### src/rtl/core/mtrl_pkg.sv
// Shared constants, command codes and interface structs for the multibit trie
// route lookup unit. Used by the walk controller and the top level.
package mtrl_pkg;

    localparam int STRIDE     = 3;
    localparam int FANOUT     = 1 << STRIDE;
    localparam int ADDR_W     = 32;
    localparam int LEVELS     = (ADDR_W + STRIDE - 1) / STRIDE;
    localparam int NODE_COUNT = 1024;
    localparam int NODE_W     = $clog2(NODE_COUNT);
    localparam int USED_W     = NODE_W + 1;
    localparam int ENTRY_W    = NODE_W + STRIDE;
    localparam int PORT_W     = 16;
    localparam int PLEN_W     = 6;
    localparam int CONS_W     = $clog2(LEVELS * STRIDE + 1);
    localparam int LAST_CONS  = (LEVELS - 1) * STRIDE;

    typedef enum logic {
        CMD_INSERT = 1'b0,
        CMD_LOOKUP = 1'b1
    } cmd_t;

    typedef enum logic {
        STATUS_OK   = 1'b0,
        STATUS_FULL = 1'b1
    } status_t;

    typedef struct packed {
        logic               port_we;
        logic               child_we;
        logic [ENTRY_W-1:0] waddr;
        logic [ENTRY_W-1:0] raddr;
        logic [PORT_W-1:0]  port_wdata;
        logic [NODE_W-1:0]  child_wdata;
    } mem_req_t;

    typedef struct packed {
        logic              valid;
        logic [PORT_W-1:0] port;
        status_t           status;
    } res_t;

endpackage

### src/rtl/core/mtrl_ctrl.sv
// Trie walk controller: insert and lookup sequencing, node allocation and
// node clearing sweeps over the port and child memories. Depends on mtrl_pkg.
module mtrl_ctrl (
    input  logic                          clk,
    input  logic                          rst_n,
    input  logic                          in_valid,
    output logic                          in_ready,
    input  mtrl_pkg::cmd_t                in_cmd,
    input  logic [mtrl_pkg::ADDR_W-1:0]   in_addr,
    input  logic [mtrl_pkg::PLEN_W-1:0]   in_plen,
    input  logic [mtrl_pkg::PORT_W-1:0]   in_port,
    input  logic [mtrl_pkg::PORT_W-1:0]   port_rdata,
    input  logic [mtrl_pkg::NODE_W-1:0]   child_rdata,
    output mtrl_pkg::mem_req_t            mem,
    output mtrl_pkg::res_t                res,
    input  logic                          res_ready
);
    import mtrl_pkg::*;

    typedef enum logic [2:0] {
        S_CLEAR,
        S_IDLE,
        S_LKP,
        S_INS,
        S_INS_CHK,
        S_EXP_RD,
        S_EXP_WR,
        S_DONE
    } state_t;

    state_t            state_reg,  state_next;
    logic [NODE_W-1:0] node_reg,   node_next;
    logic [ADDR_W-1:0] addr_reg,   addr_next;
    logic [CONS_W-1:0] cons_reg,   cons_next;
    logic [PLEN_W-1:0] plen_reg,   plen_next;
    logic [PORT_W-1:0] port_reg,   port_next;
    logic [USED_W-1:0] used_reg,   used_next;
    logic [STRIDE-1:0] k_reg,      k_next;
    logic [STRIDE-1:0] clr_reg,    clr_next;
    logic [PORT_W-1:0] found_reg,  found_next;
    status_t           status_reg, status_next;

    logic [STRIDE-1:0] chunk;
    logic [STRIDE-1:0] chunk_after;
    logic [STRIDE-1:0] full_mask;
    logic [STRIDE-1:0] exp_mask;
    logic [STRIDE-1:0] exp_idx;
    logic [CONS_W-1:0] rem;
    logic [PORT_W-1:0] found_cur;

    assign full_mask   = '1;
    assign chunk       = addr_reg[ADDR_W-1 -: STRIDE];
    assign chunk_after = addr_reg[ADDR_W-1-STRIDE -: STRIDE];
    assign rem         = CONS_W'(plen_reg) - cons_reg;
    assign exp_mask    = full_mask >> rem;
    assign exp_idx     = (chunk & ~exp_mask) | k_reg;
    assign found_cur   = (port_rdata != '0) ? port_rdata : found_reg;

    always_comb
    begin
        state_next  = state_reg;
        node_next   = node_reg;
        addr_next   = addr_reg;
        cons_next   = cons_reg;
        plen_next   = plen_reg;
        port_next   = port_reg;
        used_next   = used_reg;
        k_next      = k_reg;
        clr_next    = clr_reg;
        found_next  = found_reg;
        status_next = status_reg;

        in_ready        = 1'b0;
        res.valid       = 1'b0;
        res.port        = found_reg;
        res.status      = status_reg;
        mem.port_we     = 1'b0;
        mem.child_we    = 1'b0;
        mem.waddr       = {node_reg, chunk};
        mem.raddr       = {node_reg, chunk};
        mem.port_wdata  = port_reg;
        mem.child_wdata = '0;

        unique case (state_reg)
            S_CLEAR:
            begin
                // zero one entry of the fresh node per cycle
                mem.port_we    = 1'b1;
                mem.child_we   = 1'b1;
                mem.waddr      = {node_reg, clr_reg};
                mem.port_wdata = '0;
                clr_next       = clr_reg + 1'b1;
                if (&clr_reg)
                begin
                    state_next = (node_reg == '0) ? S_IDLE : S_INS;
                end
            end
            S_IDLE:
            begin
                in_ready  = 1'b1;
                mem.raddr = {NODE_W'(0), in_addr[ADDR_W-1 -: STRIDE]};
                if (in_valid)
                begin
                    addr_next   = in_addr;
                    plen_next   = (in_plen > PLEN_W'(ADDR_W)) ? PLEN_W'(ADDR_W) : in_plen;
                    port_next   = in_port;
                    node_next   = '0;
                    cons_next   = '0;
                    k_next      = '0;
                    found_next  = '0;
                    status_next = STATUS_OK;
                    state_next  = (in_cmd == CMD_LOOKUP) ? S_LKP : S_INS;
                end
            end
            S_LKP:
            begin
                found_next = found_cur;
                if (child_rdata == '0 || cons_reg == CONS_W'(LAST_CONS))
                begin
                    state_next = S_DONE;
                end
                else
                begin
                    // issue the next level's read straight from the child index
                    mem.raddr = {child_rdata, chunk_after};
                    node_next = child_rdata;
                    addr_next = addr_reg << STRIDE;
                    cons_next = cons_reg + CONS_W'(STRIDE);
                end
            end
            S_INS:
            begin
                if (cons_reg >= CONS_W'(plen_reg))
                begin
                    state_next = S_DONE;
                end
                else if (rem < CONS_W'(STRIDE))
                begin
                    mem.raddr  = {node_reg, exp_idx};
                    state_next = S_EXP_WR;
                end
                else if (rem == CONS_W'(STRIDE))
                begin
                    mem.port_we = 1'b1;
                    state_next  = S_DONE;
                end
                else
                begin
                    state_next = S_INS_CHK;
                end
            end
            S_INS_CHK:
            begin
                if (child_rdata != '0)
                begin
                    node_next  = child_rdata;
                    addr_next  = addr_reg << STRIDE;
                    cons_next  = cons_reg + CONS_W'(STRIDE);
                    state_next = S_INS;
                end
                else if (used_reg >= USED_W'(NODE_COUNT))
                begin
                    status_next = STATUS_FULL;
                    state_next  = S_DONE;
                end
                else
                begin
                    // link a fresh node, then sweep it clear
                    mem.child_we    = 1'b1;
                    mem.child_wdata = used_reg[NODE_W-1:0];
                    node_next       = used_reg[NODE_W-1:0];
                    used_next       = used_reg + 1'b1;
                    addr_next       = addr_reg << STRIDE;
                    cons_next       = cons_reg + CONS_W'(STRIDE);
                    clr_next        = '0;
                    state_next      = S_CLEAR;
                end
            end
            S_EXP_RD:
            begin
                mem.raddr  = {node_reg, exp_idx};
                state_next = S_EXP_WR;
            end
            S_EXP_WR:
            begin
                mem.waddr = {node_reg, exp_idx};
                if (port_rdata == '0)
                begin
                    mem.port_we = 1'b1;
                end
                if (k_reg == exp_mask)
                begin
                    state_next = S_DONE;
                end
                else
                begin
                    k_next     = k_reg + 1'b1;
                    state_next = S_EXP_RD;
                end
            end
            S_DONE:
            begin
                res.valid = 1'b1;
                if (res_ready)
                begin
                    state_next = S_IDLE;
                end
            end
            default:
            begin
                state_next = S_IDLE;
            end
        endcase
    end

    always_ff @(posedge clk or negedge rst_n)
    begin
        if (!rst_n)
        begin
            state_reg  <= S_CLEAR;
            node_reg   <= '0;
            used_reg   <= USED_W'(1);
            clr_reg    <= '0;
            k_reg      <= '0;
            cons_reg   <= '0;
            status_reg <= STATUS_OK;
            found_reg  <= '0;
        end
        else
        begin
            state_reg  <= state_next;
            node_reg   <= node_next;
            used_reg   <= used_next;
            clr_reg    <= clr_next;
            k_reg      <= k_next;
            cons_reg   <= cons_next;
            status_reg <= status_next;
            found_reg  <= found_next;
        end
    end

    always_ff @(posedge clk)
    begin
        addr_reg <= addr_next;
        plen_reg <= plen_next;
        port_reg <= port_next;
    end

`ifndef ASSERT_OFF
    a_used_range: assert property (@(posedge clk) disable iff (!rst_n)
        used_reg != '0 && used_reg <= USED_W'(NODE_COUNT))
        else $error("node count out of range");

    a_sweep_whole: assert property (@(posedge clk) disable iff (!rst_n)
        (state_reg == S_CLEAR && !(&clr_reg)) |=> (state_reg == S_CLEAR))
        else $error("clear sweep cut short");

    a_link_not_root: assert property (@(posedge clk) disable iff (!rst_n)
        (mem.child_we && state_reg != S_CLEAR) |-> (mem.child_wdata != '0))
        else $error("root linked as a child");

    a_no_take_while_result: assert property (@(posedge clk) disable iff (!rst_n)
        !(in_ready && res.valid))
        else $error("input taken while a result is pending");

    a_alloc_grows: assert property (@(posedge clk) disable iff (!rst_n)
        (state_reg == S_INS_CHK && $past(state_reg) == S_INS && mem.child_we)
        |=> (used_reg == $past(used_reg) + 1'b1))
        else $error("allocation did not advance node count");
`endif

endmodule

### config.mk
export PLATFORM = sky130hd
export DESIGN_NAME = mtrl_ctrl
export DESIGN_NICKNAME = d
export VERILOG_FILES = /design/src/rtl/core/mtrl_pkg.sv /design/src/rtl/core/mtrl_ctrl.sv
export SDC_FILE = /design/constraint.sdc
export NUM_CORES = 1
export LEC_CHECK = 0
export ABC_AREA = 1
export BUFFER_PORTS_ARGS = -buffer_cell sky130_fd_sc_hd__clkbuf_2
export CORE_MARGIN = 2
export CORE_UTILIZATION = 50
export CTS_CLUSTER_SIZE = 30
export DETAILED_ROUTE_END_ITERATION = 8
export MAX_ROUTING_LAYER = met4
export PLACE_DENSITY = 0.77
export SLEW_MARGIN = 30
export SYNTH_ARGS = -nofsm -noshare
export SYNTH_HDL_FRONTEND = slang
export SYNTH_SLANG_ARGS = --single-unit
### constraint.sdc
create_clock -name clk -period 2.79 [get_ports clk]
set_input_delay 0.4185 -clock clk [delete_from_list [all_inputs] [get_ports clk]]
set_output_delay 0.4185 -clock clk [all_outputs]
set_load 0.01 [all_outputs]
**Word level (Yosys, flattened, before mapping)**

Index checks and enable logic that the tools add are counted.

- Bitwise logic cells: 5
- Order comparisons: 4
- Reductions and logical operators: 21
- Multiplexer cells: 60
- Shifts and indexed selects: 1
- Eq/ne operators: 21
- $add $sub $neg: 5

Operators by type and width:

| kind | number |
|---|---|
| $mux W32 | 4 |
| $pmux W32 S3 | 1 |
| $mux W10 | 7 |
| $pmux W13 S4 | 1 |
| $mux W16 | 3 |
| $mux W3 | 14 |
| $pmux W16 S2 | 1 |
| $pmux W10 S3 | 1 |
| $mux W6 | 4 |
| $pmux W3 S8 | 1 |
| $logic_not A10 Y1 | 2 |
| $ne A2 B2 Y1 const B | 10 |
| $pmux W3 S2 | 3 |
| $pmux W6 S3 | 1 |
| $logic_not A16 Y1 | 1 |
| $reduce_bool A16 Y1 | 1 |
| $reduce_and A3 Y1 | 5 |
| $mux W13 | 1 |
| $eq A3 B3 Y1 const B | 4 |
| $mux W1 | 12 |
| $reduce_and A4 Y1 | 3 |
| $add A11 B1 Y11 const B | 1 |
| $ge A11 B11 Y1 const B | 1 |
| $reduce_bool A10 Y1 | 1 |
| other kinds (25) | 34 |

- Word-level logic and storage cells: 128
- Register bits after elaboration: 107

**Depth between registers and ports, before layout**

Gate-level depths: netlist of the first run.

- Word-level depth: 8
- Depth in mapped cells: 18
- Depth with buffers taken out: 18

**Worst setup path after synthesis of the first run**

OpenSTA, ideal clock, no wires.

- Path kind: register -> output
- Start point: register cons_reg[0]
- End point: output port mem[28] in the netlist's numbering
- Data required time: 2.372 ns
- Stages on the path, launching flop included: 14
- Buffers on the path: 0
- Slack: 0.305 ns
- Arrival time: 2.067 ns
- Path through: dfrtp_1 ha_1 inv_1 fa_1 nand3_1 nand3_1 nand2_1 nand2_1 nor2_4 nand3_2 nor2_2 inv_1 o21ai_0 nand4_1

RTL lines:

| element | line | text |
|---|---|---|
| start, declared | mtrl_ctrl.sv:34 | `logic [CONS_W-1:0] cons_reg, cons_next;` |
| start signal, assigned | mtrl_ctrl.sv:236 | `cons_reg <= cons_next;` |
| end, declared | mtrl_ctrl.sv:14 | `output mtrl_pkg::mem_req_t mem,` |

==> metrics, run 1 <==
core area=around 11000 sq um; Inst Count DP=slightly below 1000; area grow syn2layout=24.5%; Slew HR=0.490; Design Power=roughly 8.6 mW; Pwr Density=roughly 1200 nW/um^2; Final period util=1.06; Place WS=roughly 0.029 ns; Clk pin slew, worst setup/hold paths=0.07 ns; status=finished, violations left; DR pass1 iterations=5; # hold bufs at CTS=0; CP Launch Type=flip-flop; final worst slack=-0.164 ns; clk_lat worst skew=~0.35 ns; H-tree depth=3; post-DP HPWL=10.6 mm; initial drt markers=343; Top FF cell, synth=edfxtp_1; first-pass GRT wire length=approximately 22 mm; CP cell instances=inv_1 -> ha_2 -> inv_2 -> fa_2 -> nand3_2 -> nand3_2 -> nand2_1 -> nand2_2 -> nor2_4 -> nand3_4 -> nor2_4 -> nor2_1 -> nor2_1 -> o21ai_2 -> nand4_1 -> buf_2; largest net degree at the start of global routing=33; Vias/cell=a little over 5; max FFs per register=32; Mean Syn Cell Area=between 8 and 9 sq um; Synthesized Nets=between 700 and 800; Required @ worst endpoint=~2.4 ns; slowest stage delay, CP=about 0.37 ns; RSZ-0062 raised after global routing=yes; Fin. Hold Viols=0; Nets=965; Initial Utilization=0.511; Die Span Y=roughly 110 um; fill count=around 1000; post-route insts no fill=a little over 1000; TritonCTS clock tree=built; worst hold margin=~0.11 ns; minimum clock period=between 2 and 3 ns; worst vdd ir=about 0.71 mV; Mapped Cells=701; Fmax=between 300 and 400 MHz; vias in the first global route=between 4000 and 5000; global route overflow=0; PortBufs=around 160; Die W=~110 um; GP Congestion=~0.89; CP arrival=2.54 ns; full die area=approximately 13000 sq um; ant diodes=0; Top Family by Delay on Critical Path=simple AND/OR/NAND/NOR gates; synth warn=0; Hold Crit Class=input pin to async pin; Syn Std Cell Area=about 5800 sq um; DRC Markers=0; Routed Antenna Nets=0; layout cells sized above 1=0.286; clk_skew=approximately 0.0072 ns; max-cap violations=0; Yosys reg bits=~110; Ports=about 160; Vias=5182; initial antenna violation count=0; total wire length=between 10 and 15 mm; r2r setup slk=0.29 ns; synth unique cells=just over 40; final core occ=0.637; Critical path buffers and inverters=3; Num CTS Buffers=9; fin. max-slew vios=0; failing checks=setup timing; Pleak=about 3.6 nW; Routed wire per std cell=13.9 um; slew at the pin closest to its max-slew limit=between 0.7 and 0.8 ns; type of the worst setup path=flip-flop to output port; register area share after synthesis=0.507; ys async rst share=0.495; all-layer global routing usage=0.230; EDFF count, synth=54; Clock Tree Root=clkbuf_16; Max stage delay cell, worst path=edfxtp_1; clock buffer depth=2; clock tree sinks=between 100 and 150; Crit. End Element=output port; Max FO, Critical Path=5; Row Count=39; Setup-failing EPs final=7
## layer usage
metal  up-vias  GRT usage  share of wire
met2       177      0.368           0.47
li1       2623          -              -
met1      2355      0.296           0.44
met5         -          -              0
met4         0     0.0914          0.023
met3        27     0.0359          0.063
## layout make-up
cell class | instances | area [sq um] | share of cell area
Inverter | 112 | 420 | 0.0581
Sequential cell | 107 | 2950 | 0.407
Clock inverter | 6 | 113 | 0.0156
Tap cell | 143 | 179 | 0.0247
Clock buffer | 10 | 239 | 0.0330
Timing Repair Buffer | 173 | 906 | 0.125
Multi-Input combinational cell | 464 | 2430 | 0.336
## synthesized netlist by cell type (6+ instances only)
cell type / instances / area (sq um)
nand2_1: 185 / 694
inv_1: 101 / 379
nor2_1: 66 / 248
edfxtp_1: 54 / 1620
dfrtp_1: 52 / 1300
o21ai_0: 52 / 260
nand3_1: 21 / 105
a21oi_1: 19 / 95.1
nand4_1: 18 / 113
clkbuf_1: 14 / 52.6
ha_1: 12 / 150
inv_2: 11 / 41.3
xor2_1: 10 / 87.6
nor3_1: 9 / 45.0
nand2_2: 8 / 50.1
a22oi_1: 7 / 52.6
nor2_2: 6 / 37.5
o21ai_1: 6 / 30.0
## cell families (layout without fill, tap and decap cells)
group | after synthesis | in the layout | synth area share
buffers and inverters | 131 | 301 | 0.0876
DFF | 107 | 107 | 0.507
adders and majority gates | 13 | 13 | 0.0293
AOI/OAI and AO/OA | 108 | 108 | 0.108
xor gates and xnor gates | 11 | 11 | 0.0166
and+or+nand+nor | 331 | 332 | 0.252
## layout by cell type, fill, tap and decap left out, types with 6 or more instances in the layout
cell,count
nand2_1,182
clkbuf_2,152
inv_1,98
nor2_1,65
edfxtp_1,54
dfrtp_1,52
o21ai_0,50
nand3_1,19
nand4_1,18
a21oi_1,17
buf_4,16
inv_2,14
nand2_2,11
xor2_1,10
ha_1,10
nor3_1,9
clkbuf_16,9
nor2_2,7
a22oi_1,7
nor2_4,6
## worst paths after layout
| path | from | end | cells past startpoint |
|---|---|---|---|
| max in group asynchronous | rst_n | used_reg[0]$_DFFE_PN1P_ | 2 |
| min reg2reg | found_reg[5]$_DFFE_PN0P_ | found_reg[5]$_DFFE_PN0P_ | 2 |
| min | rst_n | node_reg[4]$_DFFE_PN0P_ | 1 |
| max | plen_reg[0]$_SDFFCE_PN0P_ | mem[27] | 16 |
| max reg2reg | plen_reg[0]$_SDFFCE_PN0P_ | k_reg[1]$_DFFE_PN0P_ | 20 |
| min in group clk | in_port[0] | port_reg[0]$_DFFE_PP_ | 1 |
## per-stage QoR
step,area [sq um],TNS (ns)
floorplan,5820,0
global placement,6770,0
detailed placement,6770,0
CTS,7190,-0.773
global route,7240,-1.94
finish,7240,-0.823
## worst register-to-register path: stages (launching register included)
cell and delay [ns]:
edfxtp_1 0.37, inv_1 0.07, ha_2 0.16, inv_2 0.05
fa_2 0.36, nand3_2 0.09, nand3_2 0.06, nand2_1 0.07
nand2_2 0.06, nor2_4 0.19, nand3_4 0.11, buf_4 0.14
buf_4 0.13, nor2_1 0.08, nand2_1 0.05, nand2_1 0.08
nand2_1 0.07, nand2_2 0.09, nand2_2 0.07, nand2_1 0.06
nand2_1 0.04
## report_power, final
group / switching (mW) / total [mW] / internal, mW
logic: 2.83 / 4.26 / 1.43
clock network: 0.572 / 1.48 / 0.903
registers: 0.318 / 2.85 / 2.53
total: 3.72 / 8.58 / 4.86
## repair_timing
item / 4_1_cts / 5_1_grt
hold endpoints to repair: 0 / 0
endpoints found under the setup margin: 7 / 14
resized for setup: 14 / 14
setup buffers: 2 / 3
gates cloned: 0 / 1
pin swaps: 8 / 10
(Power assumes the default switching activity.)
==> inputs of run 2 (changes only) <==
--- a/config.mk
+++ b/config.mk
@@ -8,11 +8,10 @@
 export ABC_AREA = 1
 export BUFFER_PORTS_ARGS = -buffer_cell sky130_fd_sc_hd__clkbuf_2
 export CORE_MARGIN = 2
-export CORE_UTILIZATION = 50
+export CORE_UTILIZATION = 40
 export CTS_CLUSTER_SIZE = 30
 export DETAILED_ROUTE_END_ITERATION = 8
 export MAX_ROUTING_LAYER = met4
-export PLACE_DENSITY = 0.77
 export SLEW_MARGIN = 30
 export SYNTH_ARGS = -nofsm -noshare
 export SYNTH_HDL_FRONTEND = slang
==> metrics, run 2 (same netlist as run 1, synthesis figures left out) <==
Pleak=3.61 nW (was 3.64 nW); Fin. Hold Viols=0 (unchanged); layout cells sized above 1=0.276 (was 0.286); core area=14400 sq um (was 11400 sq um); DR pass1 iterations=7 (was 5); initial drt markers=268 (was 343); Clk pin slew, worst setup/hold paths=0.07 ns (about the same); Routed Antenna Nets=0 (unchanged); clk_skew=0.00830 ns (was 0.00721 ns); Fmax=343 MHz (was 338 MHz); full die area=15500 sq um (was 12500 sq um); Pwr Density=1150 nW/um^2 (was 1190 nW/um^2); TritonCTS clock tree=built (unchanged); Initial Utilization=0.405 (was 0.511); post-DP HPWL=11.1 mm (was 10.6 mm); Design Power=8.30 mW (was 8.58 mW); r2r startpoint=state_reg[2]$_DFFE_PN0P_ (was plen_reg[0]$_SDFFCE_PN0P_); area grow syn2layout=24.1% (was 24.5%); initial antenna violation count=0 (unchanged); Row Count=44 (was 39); first-pass GRT wire length=24.0 mm (was 22.5 mm); Required @ worst endpoint=2.37 ns (about the same); Vias=5151 (was 5182); Hold Crit Class=input pin to flip-flop (was input pin to async pin); DRC Markers=0 (unchanged); fill count=1437 (was 1003); CP Launch Type=flip-flop (unchanged); ant diodes=0 (unchanged); commonest non-fill, non-tap cell in the layout=nand2_1 (unchanged); Vias/cell=4.88 (was 5.11); Hold Path Origin=in_port[10]; Final period util=1.04 (was 1.06); GP Congestion=0.913 (was 0.891); most frequent cells in the layout=183 x nand2_1, 156 x clkbuf_2, 98 x inv_1 (was 182 x nand2_1, 152 x clkbuf_2, 98 x inv_1); total wire length=14.7 mm (was 14.1 mm); clock tree sinks=107 (unchanged); Num CTS Buffers=9 (unchanged); clk_lat worst skew=0.36 ns (was 0.35 ns); worst vdd ir=0.587 mV (was 0.710 mV); max-cap violations=0 (unchanged); Setup-failing EPs final=6 (was 7); type of the worst setup path=flip-flop to output port (unchanged); worst hold path stage count=1; clock buffer depth=2 (unchanged); RSZ-0062 raised after global routing=yes (unchanged); R2R Path End=k_reg[0]$_DFFE_PN0P_ (was k_reg[1]$_DFFE_PN0P_); Nets=965 (unchanged); Crit. End Element=output port (unchanged); failing checks=setup timing (unchanged); Ports=158 (unchanged); R2R cell count=11 (was 20); global route overflow=0 (unchanged); final worst slack=-0.123 ns (was -0.164 ns); hold path endpoint=port_reg[10]$_DFFE_PP_; largest net degree at the start of global routing=34 (was 33); r2r setup slk=0.29 ns (about the same); Die Span Y=125 um (was 112 um); all-layer global routing usage=0.199 (was 0.230); Slew HR=0.489 (was 0.490); H-tree depth=3 (unchanged); slew at the pin closest to its max-slew limit=0.764 ns (about the same); vias in the first global route=4833 (was 4786); Die W=125 um (was 112 um); max FFs per register=32 (unchanged); Clock Tree Root=clkbuf_16 (unchanged); PortBufs=157 (unchanged); minimum clock period=2.91 ns (was 2.95 ns); Routed wire per std cell=13.9 um (about the same); Max FO, Critical Path=5 (unchanged); CP arrival=2.49 ns (was 2.54 ns); fin. max-slew vios=0 (unchanged); Place WS=0.0341 ns (was 0.0289 ns); status=finished, violations left (unchanged)
==> run 2: through the flow <==
| stage | cells | hold WS [ns] | cell area, sq um | TNS, ns | util |
|---|---|---|---|---|---|
| 6_report | 1056 | 0.230 | 7220 | -0.541 | 0.502 |
| 5_1_grt | 1056 | 0.222 | 7220 | -1.79 | 0.502 |
| 4_1_cts | 1055 | 0.220 | 7180 | -0.617 | 0.500 |
| 3_5_place_dp | 1037 | 0.260 | 6850 | 0 | 0.477 |
| 3_3_place_gp | 1037 | 0.256 | 6850 | 0 | 0.477 |
| 2_1_floorplan | 701 | 0.123 | 5820 | 0 | - |
==> run 2: worst max-delay path by stage <==
stage	startpoint	end
after floorplan	cons_reg[0]$_DFFE_PN0P_	mem[28]
after global placement	plen_reg[0]$_SDFFCE_PN0P_	mem[28]
after detailed placement	plen_reg[0]$_SDFFCE_PN0P_	mem[28]
after CTS	plen_reg[0]$_SDFFCE_PN0P_	mem[40]
after global routing	plen_reg[0]$_SDFFCE_PN0P_	mem[40]
final	cons_reg[0]$_DFFE_PN0P_	mem[27]
==> run 2: area by class of cell <==
type	count	area [sq um]	share of cell area
repair buffers	174	916	0.127
clock buffers	13	263	0.0364
flip-flops and latches	107	2950	0.409
multi-input cells	463	2410	0.335
well taps	184	230	0.0319
clock inverters	3	21.3	0.00295
inverters	112	423	0.0586
==> run 2: layer usage <==
metal,share of wire,wire (um),GRT usage,vias to the layer above
met3,0.059,872,0.0455,17
li1,-,-,-,2616
met5,0,0,-,-
met4,0.019,274,0.0635,0
met1,0.44,6450,0.248,2357
met2,0.48,7110,0.322,161
==> run 2: power breakdown <==
group / internal (mW) / leakage, nW / switching, mW / total, mW
registers: 2.54 / 1.19 / 0.317 / 2.85
logic: 1.42 / 2.28 / 2.78 / 4.20
clock network: 0.665 / 0.138 / 0.586 / 1.25
==> run 2: worst max-delay path, cell delays in order, from the launching register on <==
cell and delay [ns]:
dfrtp_1 0.38, ha_1 0.20, inv_2 0.07, fa_2 0.23, nand3_2 0.07, buf_4 0.13, nand3_1 0.09, nand2_2 0.07
nor2_4 0.15, nand3_2 0.14, nor2_4 0.15, nor2_1 0.05, nor2_1 0.12, o21ai_2 0.07, nand4_1 0.07, buf_2 0.13
==> run 2: timing repair <==
item | CTS | global route
pin swaps | 5 | 5
gates resized for setup | 10 | 11
setup endpoints to repair | 7 | 12
hold buffers | 1 | 0
hold endpoints to repair | 4 | 0
setup buffers | 1 | 1
